### config.mk
export PLATFORM = sky130hd
export DESIGN_NAME = earliest_free_worker_scheduler
export DESIGN_NICKNAME = d
export VERILOG_FILES = /design/src/efws_pkg.sv /design/src/efws_cell.sv /design/src/earliest_free_worker_scheduler.sv
export SDC_FILE = /design/constraint.sdc
export NUM_CORES = 2
export LEC_CHECK = 0
export ABC_AREA = 1
export BUFFER_PORTS_ARGS = -buffer_cell sky130_fd_sc_hd__clkbuf_2
export CORE_ASPECT_RATIO = 0.6
export CORE_MARGIN = 2
export CORE_UTILIZATION = 50
export CTS_BUF_LIST = sky130_fd_sc_hd__clkbuf_4 sky130_fd_sc_hd__clkbuf_8
export CTS_CLUSTER_DIAMETER = 80
export CTS_CLUSTER_SIZE = 14
export DETAILED_ROUTE_END_ITERATION = 6
export GPL_TIMING_DRIVEN = 0
export HOLD_SLACK_MARGIN = 0.03
export PLACE_DENSITY = 0.65
export SLEW_MARGIN = 40
export SYNTH_ARGS = -nofsm -noshare
export SYNTH_HDL_FRONTEND = slang
export SYNTH_SLANG_ARGS = --single-unit
export TNS_END_PERCENT = 1
### constraint.sdc
create_clock -name clk_i -period 3.7 [get_ports clk_i]
set_clock_uncertainty 0.2 [all_clocks]
set_input_delay 0.37 -clock clk_i [delete_from_list [all_inputs] [get_ports clk_i]]
set_output_delay 0.37 -clock clk_i [all_outputs]
set_load 0.005 [all_outputs]
### src/efws_pkg.sv
`default_nettype none
package efws_pkg;

  // Widths of the time and duration words
  localparam int unsigned TIME_W = 48;
  localparam int unsigned DUR_W  = 32;
  localparam int unsigned CFG_W  = 5;
  localparam int unsigned OUT_ID_W = 4;
  // Worker number inside the chain; covers the largest chain of 256 cells
  localparam int unsigned ID_W   = 8;

  localparam logic [TIME_W-1:0] TIME_MAX = {TIME_W{1'b1}};

  // Search word handed from cell to cell
  typedef struct packed {
    logic              vld;
    logic              found;
    logic [TIME_W-1:0] ftime;
    logic [ID_W-1:0]   id;
  } sweep_t;

  // Free-time write broadcast to the row
  typedef struct packed {
    logic              en;
    logic [ID_W-1:0]   id;
    logic [TIME_W-1:0] ftime;
  } upd_t;

endpackage
`default_nettype wire

### src/efws_cell.sv
`default_nettype none
module efws_cell import efws_pkg::*; #(
  parameter int unsigned IDX = 0
) (
  input  wire logic             clk_i,
  input  wire logic             rst_ni,
  input  wire logic [CFG_W-1:0] active_workers_i,
  input  wire sweep_t           sweep_i,
  input  wire upd_t             upd_i,
  output sweep_t                sweep_o
);

  logic [TIME_W-1:0] ft_q, ft_d;
  sweep_t            sw_q, sw_d;
  logic              active;
  logic              take;

  // Worker zero always takes part, so a zero count acts as one
  assign active = (IDX == 0) || (32'(active_workers_i) > 32'(IDX));

  // Claim the word when this worker is strictly earlier (ties stay upstream)
  assign take = sweep_i.vld && active && (!sweep_i.found || (ft_q < sweep_i.ftime));

  always_comb begin
    sw_d = sweep_i;
    if (take) begin
      sw_d.found = 1'b1;
      sw_d.ftime = ft_q;
      sw_d.id    = ID_W'(IDX);
    end
  end

  // Write the new free time when this worker is the one picked
  always_comb begin
    ft_d = ft_q;
    if (upd_i.en && (upd_i.id == ID_W'(IDX))) begin
      ft_d = upd_i.ftime;
    end
  end

  always_ff @(posedge clk_i or negedge rst_ni) begin
    if (!rst_ni) begin
      ft_q <= '0;
      sw_q <= '0;
    end else begin
      ft_q <= ft_d;
      sw_q <= sw_d;
    end
  end

  assign sweep_o = sw_q;

endmodule
`default_nettype wire

### src/earliest_free_worker_scheduler.sv
`default_nettype none
// Channel | Direction | Handshake                  | Word
// cfg     | in        | cfg_valid_i / cfg_ready_o  | active_workers_i
// in      | in        | in_valid_i / in_ready_o    | duration_i
// out     | out       | out_valid_o / out_ready_i  | worker_id_o, start_time_o
//
// For each job, a search word walks the row of cells,
// one cell per cycle, then the picked free time is written back and the
// result moves to the output register. Jobs are handled one at a time.
// Reset clears all free times to zero and sets active_workers to one.
// A stalled output holds the finished word; the block waits in drain until
// the output register frees up. Config writes are taken in every cycle.
module earliest_free_worker_scheduler import efws_pkg::*; #(
  parameter int unsigned MAX_WORKERS = 16
) (
  input  wire logic                clk_i,
  input  wire logic                rst_ni,
  input  wire logic                cfg_valid_i,
  output logic                     cfg_ready_o,
  input  wire logic [CFG_W-1:0]    active_workers_i,
  input  wire logic                in_valid_i,
  output logic                     in_ready_o,
  input  wire logic [DUR_W-1:0]    duration_i,
  output logic                     out_valid_o,
  input  wire logic                out_ready_i,
  output logic [OUT_ID_W-1:0]      worker_id_o,
  output logic [TIME_W-1:0]        start_time_o
);

  localparam logic [1:0] ST_IDLE  = 2'd0;
  localparam logic [1:0] ST_SWEEP = 2'd1;
  localparam logic [1:0] ST_DRAIN = 2'd2;

  logic [1:0]          st_q, st_d;
  logic [CFG_W-1:0]    act_q;
  logic [DUR_W-1:0]    dur_q;
  sweep_t              head_q, head_d;
  sweep_t              sw [MAX_WORKERS+1];
  sweep_t              tail;
  upd_t                upd;
  logic [TIME_W:0]     sum;
  logic [ID_W-1:0]     res_id_q;
  logic [TIME_W-1:0]   res_time_q;
  logic                out_vld_q, out_vld_d;
  logic [OUT_ID_W-1:0] out_id_q;
  logic [TIME_W-1:0]   out_time_q;
  logic                in_acc;
  logic                out_load;
  logic [MAX_WORKERS:0] tok;

  assign cfg_ready_o = 1'b1;
  assign in_ready_o  = (st_q == ST_IDLE);
  assign in_acc      = in_valid_i && in_ready_o;

  // Hold the worker count
  always_ff @(posedge clk_i or negedge rst_ni) begin
    if (!rst_ni) begin
      act_q <= CFG_W'(1);
    end else if (cfg_valid_i) begin
      act_q <= active_workers_i;
    end
  end

  // Launch a fresh search word on accept
  always_comb begin
    head_d     = '0;
    head_d.vld = in_acc;
  end

  assign sw[0] = head_q;

  // Row of worker cells
  for (genvar k = 0; k < MAX_WORKERS; k++) begin : g_cell
    efws_cell #(
      .IDX(k)
    ) u_cell (
      .clk_i            (clk_i),
      .rst_ni           (rst_ni),
      .active_workers_i (act_q),
      .sweep_i          (sw[k]),
      .upd_i            (upd),
      .sweep_o          (sw[k+1])
    );
    assign tok[k+1] = sw[k+1].vld;
  end
  assign tok[0] = head_q.vld;

  assign tail = sw[MAX_WORKERS];

  // Advance the picked worker, saturating at the top of the time range
  assign sum = {1'b0, tail.ftime} + {{(TIME_W+1-DUR_W){1'b0}}, dur_q};

  always_comb begin
    upd.en    = tail.vld;
    upd.id    = tail.id;
    upd.ftime = sum[TIME_W] ? TIME_MAX : sum[TIME_W-1:0];
  end

  // Move the result to the output register once it is free
  assign out_load = (st_q == ST_DRAIN) && (!out_vld_q || out_ready_i);

  always_comb begin
    st_d = st_q;
    case (st_q)
      ST_IDLE:  if (in_acc)    st_d = ST_SWEEP;
      ST_SWEEP: if (tail.vld)  st_d = ST_DRAIN;
      ST_DRAIN: if (out_load)  st_d = ST_IDLE;
      default:                 st_d = ST_IDLE;
    endcase
  end

  always_comb begin
    out_vld_d = out_vld_q;
    if (out_load) begin
      out_vld_d = 1'b1;
    end else if (out_ready_i) begin
      out_vld_d = 1'b0;
    end
  end

  always_ff @(posedge clk_i or negedge rst_ni) begin
    if (!rst_ni) begin
      st_q      <= ST_IDLE;
      head_q    <= '0;
      out_vld_q <= 1'b0;
    end else begin
      st_q      <= st_d;
      head_q    <= head_d;
      out_vld_q <= out_vld_d;
    end
  end

  // Payload registers
  always_ff @(posedge clk_i) begin
    if (in_acc) begin
      dur_q <= duration_i;
    end
    if (tail.vld) begin
      res_id_q   <= tail.id;
      res_time_q <= tail.ftime;
    end
    if (out_load) begin
      out_id_q   <= res_id_q[OUT_ID_W-1:0];
      out_time_q <= res_time_q;
    end
  end

  assign out_valid_o  = out_vld_q;
  assign worker_id_o  = out_id_q;
  assign start_time_o = out_time_q;

  // Only one search word is ever in the row
  a_one_token: assert property (@(posedge clk_i) disable iff (!rst_ni)
    $onehot0(tok))
    else $error("more than one search word in flight");

  // A word leaving the row always carries a picked worker
  a_tail_found: assert property (@(posedge clk_i) disable iff (!rst_ni)
    tail.vld |-> tail.found)
    else $error("search finished without a worker");

  // The row only produces a word while a search is running
  a_tail_state: assert property (@(posedge clk_i) disable iff (!rst_ni)
    tail.vld |-> (st_q == ST_SWEEP))
    else $error("search word outside sweep");

  // An accepted job starts a sweep in the next cycle
  a_acc_sweep: assert property (@(posedge clk_i) disable iff (!rst_ni)
    in_acc |=> ((st_q == ST_SWEEP) && head_q.vld))
    else $error("accepted job did not start a sweep");

endmodule
`default_nettype wire

==> PnR_summary.wiki <==
{| class="wikitable"
! Metric !! Value
|-
| Run status || finished clean
|-
| Post-layout minimum cycle time || ~3600 ps
|-
| Routed wire length per instance || ~22 microns
|-
| Netlist Area Pre-Place || slightly below 90,000 sq um
|-
| Mean area per synthesized cell || 8.35 sq um
|-
| Chip Height || about 330 microns
|-
| Number of violations reported at the end of detailed-routing iteration 0 || between 8,000 and 9,000
|-
| Share of layout cells above drive strength 1 || between 5 and 6%
|-
| Global-route wire length before repair || approximately 430,000 microns
|-
| Max-cap violation count || 0
|-
| Number of clock sinks seen by CTS || 1,760
|-
| Tot Pwr || between 70 and 80 mW
|-
| Synthesized-area fraction occupied by and/or/nand/nor cells || between 20% and 30%
|-
| NumNets Final || ~12,000
|-
| Data required time at the worst endpoint || approximately 4300 ps
|-
| Final worst hold slack || just over 100 ps
|-
| Final setup violation count || 0
|-
| Adder-cell share of the synthesized area || 10.5%
|-
| Part of the power in registers || between 30 and 40%
|-
| Horiz. Die Dim || between 500 and 600 microns
|-
| Final hold violation count || 0
|-
| Standard cell area after detailed placement || 92,500 sq um
|-
| Number of nets with antenna violations after routing || 0
|-
| Worst path arrival time || roughly 4200 ps
|-
| Area of the die || between 150,000 and 200,000 sq um
|-
| Clock insertion delay at the later pin of the skew report || between 900 and 1000 ps
|-
| FFs w/ async S/R, synth || about 92%
|-
| FMAX || about 280 MHz
|-
| Top Ports || 97
|-
| Via count of the first global-routing pass || about 68,000
|-
| Clock share of power || between 10% and 20%
|-
| Pin count of the biggest net entering global routing || between 70 and 80
|-
| NetSw || roughly 36 mW
|-
| Switch share || between 40% and 50%
|-
| Clock buffer depth || 4
|-
| Fraction of post-synthesis cell area in the top cell type by area || 46.1%
|-
| Dominant combinational cell family by area after synthesis || simple AND/OR/NAND/NOR gates
|-
| Total CTS buffers || between 150 and 200
|-
| Standard-cell rows || ~120
|-
| Largest vdd supply drop || roughly 0.65 mV
|-
| Final cell area excluding filler cells || about 97,000 sq um
|-
| Final number of max-transition violations || 0
|-
| Routed vias/inst || around 5.5
|-
| Mapped Nets || about 11,000
|-
| Min-Delay Path Class || in -> reg
|-
| Xor/xnor share of the synthesized area || 0.219%
|-
| Library cell occupying the most area in the post-synthesis netlist || dfrtp_1
|-
| Setup slack of the critical path after layout || between 100 and 150 ps
|-
| Fraction of the mapped netlist area in compound gates || ~6%
|-
| Most area-consuming cells after synthesis || dfrtp_1 (46%), nand2_1 (17%), ha_1 (10%), inv_1 (5.1%), nand3_1 (4.6%)
|-
| Post-synth EDFFs || around 140
|-
| Sum of negative setup slack || 0 ps
|-
| Weighted congestion reported at the end of routability-driven placement || approximately 0.95
|-
| Remaining design rule violation count || 0
|-
| Startpoint class of the critical path || register
|-
| Root Buffer Master || clkbuf_8
|-
| Count of state elements after synthesis || approximately 1,800
|-
| Final standard cell utilization of the core || 55.2%
|-
| Share of the clock period used by the worst path after layout || 96.6%
|-
| Register area share after synthesis || around 51%
|-
| Number of distinct library cells after synthesis || between 40 and 50
|-
| Syn Inst Count || 10,500
|-
| Reported leakage power || 51.3 nW
|-
| Setup slack of the worst register-to-register path || 130 ps
|-
| Largest fanout on the critical path || 10
|-
| Relative max-transition margin || between 30% and 40%
|-
| Clock transition at the registers of the reported paths || about 100 ps
|-
| Cell with the most instances after synthesis || nand2_1
|-
| Total gr overflow || 0
|-
| Layout-stage area growth over the synthesis result || 9.80%
|-
| Total detailed-routing wirelength || between 200,000 and 300,000 microns
|-
| Ratio of total power to cell area || 775 nW/um^2
|-
| Least-Margin Pin Slew || between 900 and 1000 ps
|-
| Critical path endpoint category || register
|-
| Type of the worst setup path || reg -> reg
|-
| RSZ-0062 raised after global routing || yes
|-
| Count of placed standard cells including taps || roughly 13,000
|-
| Clock H-tree levels || 4
|-
| Overall fraction of global-route tracks in use || 31.9%
|-
| Leading register cell type out of synthesis || dfrtp_1
|-
| Area of the core || ~180,000 sq um
|-
| Final Instance Count excl. Fillers || 13,300
|-
| Number of warnings printed during yosys synthesis || 0
|-
| Total via count in the routed design || 73,300
|-
| DP Wirelength || 215,000 microns
|-
| Initial core utilization || between 50% and 60%
|-
| CTS tree || done
|-
| Share of synthesized area spent on multiplexers || 0%
|-
| Gate power share || roughly 48%
|-
| Placement Setup Slack || -477 ps
|-
| Initial antenna violation count || 20
|-
| Pint || 38.9 mW
|-
| Count of input and output buffers || 94
|-
| Drt first pass iters || 7
|-
| Most frequent cells after synthesis || nand2_1 (4,001), dfrtp_1 (1,623), inv_1 (1,208)
|}
[final timing paths]
check,endpoint,cells after the start,start
worst max-delay path,g_cell[5].u_cell.ft_q[47],16,dur_q[0]
worst min-delay path,out_valid_o,5,out_ready_i
worst max register to register,g_cell[5].u_cell.ft_q[47],16,dur_q[0]
worst min register to register,g_cell[10].u_cell.sweep_o[57],0,g_cell[9].u_cell.sweep_o[57]
max in group asynchronous,g_cell[15].u_cell.sweep_o[52],9,rst_ni
min in group asynchronous,g_cell[5].u_cell.sweep_o[22],4,rst_ni
[flip-flops by register name, summed over array words and instances, names as in the netlist]
| name | flops |
|---|---|
| g_cell.u_cell.sweep_o | 847 |
| res_time_q | 48 |
| start_time_o | 48 |
| res_id_q | 4 |
| worker_id_o | 4 |
| act_q | 5 |
| st_q | 2 |
| dur_q | 32 |
| head_q | 1 |
| g_cell.u_cell.ft_q | 768 |
| out_valid_o | 1 |
[kinds of logic after synthesis]
group           after synthesis
other cells                   1
simple gates               5463
xor+xnor                     22
flops                      1760
compound gates              874
fa+ha+maj                   738
buf+inv                    1684
[what timing repair did]
action                     4_1_cts  5_1_grt
resized for setup               61       75
hold buffers                    84        0
pin swaps                        3       20
hold endpoints to repair       657        0
setup endpoints to repair      347      394
cloned                           0        0
setup buffers                    0       15
[cell type report]
class	count	area, sq um
buffer	467	2330
clock buffer	176	2290
multi-input combinational	7098	37100
fill	15900	78600
inverter	1217	4570
tap	2359	2950
sequential	1760	44700
clock inverter	7	73.8
antenna	33	82.6
timing repair buffer	230	2560
[layout by cell type, fill, tap and decap left out, drive strengths merged]
master and count:
dfrtp 1623, clkinv 5, a41oi 1, a211oi 2, a21o 9, o21a 26
and3b 2, inv 1214, o22ai 2, and2 5, nand3 839, nor4 2
ha 737, bufinv 1, nor2 477, a22oi 1, clkinvlp 4, a21boi 14
a31oi 168, nand2 4002, o21ai 304, xnor2 1, and3 1, nand4 72
dfstp 1, o211a 1, edfxtp 136, clkbuf 603, a21oi 336, fa 1
or2 14, dlygate4sd3 83, conb 1, nor3 49, xor2 21, o21bai 10
diode 33, buf 187
[worst max-delay path: stages (launching register included)]
cell and delay, ps:
edfxtp_1 450, ha_1 280, fa_2 400, nand3_1 110
nand3_2 130, nand2_1 90, nand2_1 110, nand3_1 90
nand2_1 110, nand2_1 80, nand2_1 150, clkinv_4 180
buf_8 240, nand3_4 290, buf_6 300, nand2_1 120
nand2_1 60
[routing by layer]
| layer | wire length [microns] | up-vias | GRT usage, % | part of all wire [%] |
|---|---|---|---|---|
| met3 | 40000 | 355 | 11.7 | 14 |
| met5 | 27 | - | 0 | 0.0094 |
| li1 | - | 34000 | - | - |
| met4 | 6840 | 6 | 8.32 | 2.4 |
| met2 | 105000 | 3581 | 39.6 | 36 |
| met1 | 137000 | 35400 | 50.9 | 47 |
[power groups by stage]
| stage | Combinational, mW | Sequential [mW] | Clock, mW |
|---|---|---|---|
| after floorplan | 21.1 | 26.9 | 0 |
| after global placement | 32.2 | 28.6 | 0 |
| after detailed placement | 33.7 | 28.5 | 0 |
| after CTS | 34.2 | 28.2 | 10.9 |
| after global routing | 39.3 | 28.8 | 11.6 |
| final | 35.8 | 28.4 | 10.7 |
Note: power is estimated with default switching activity, not from simulation.
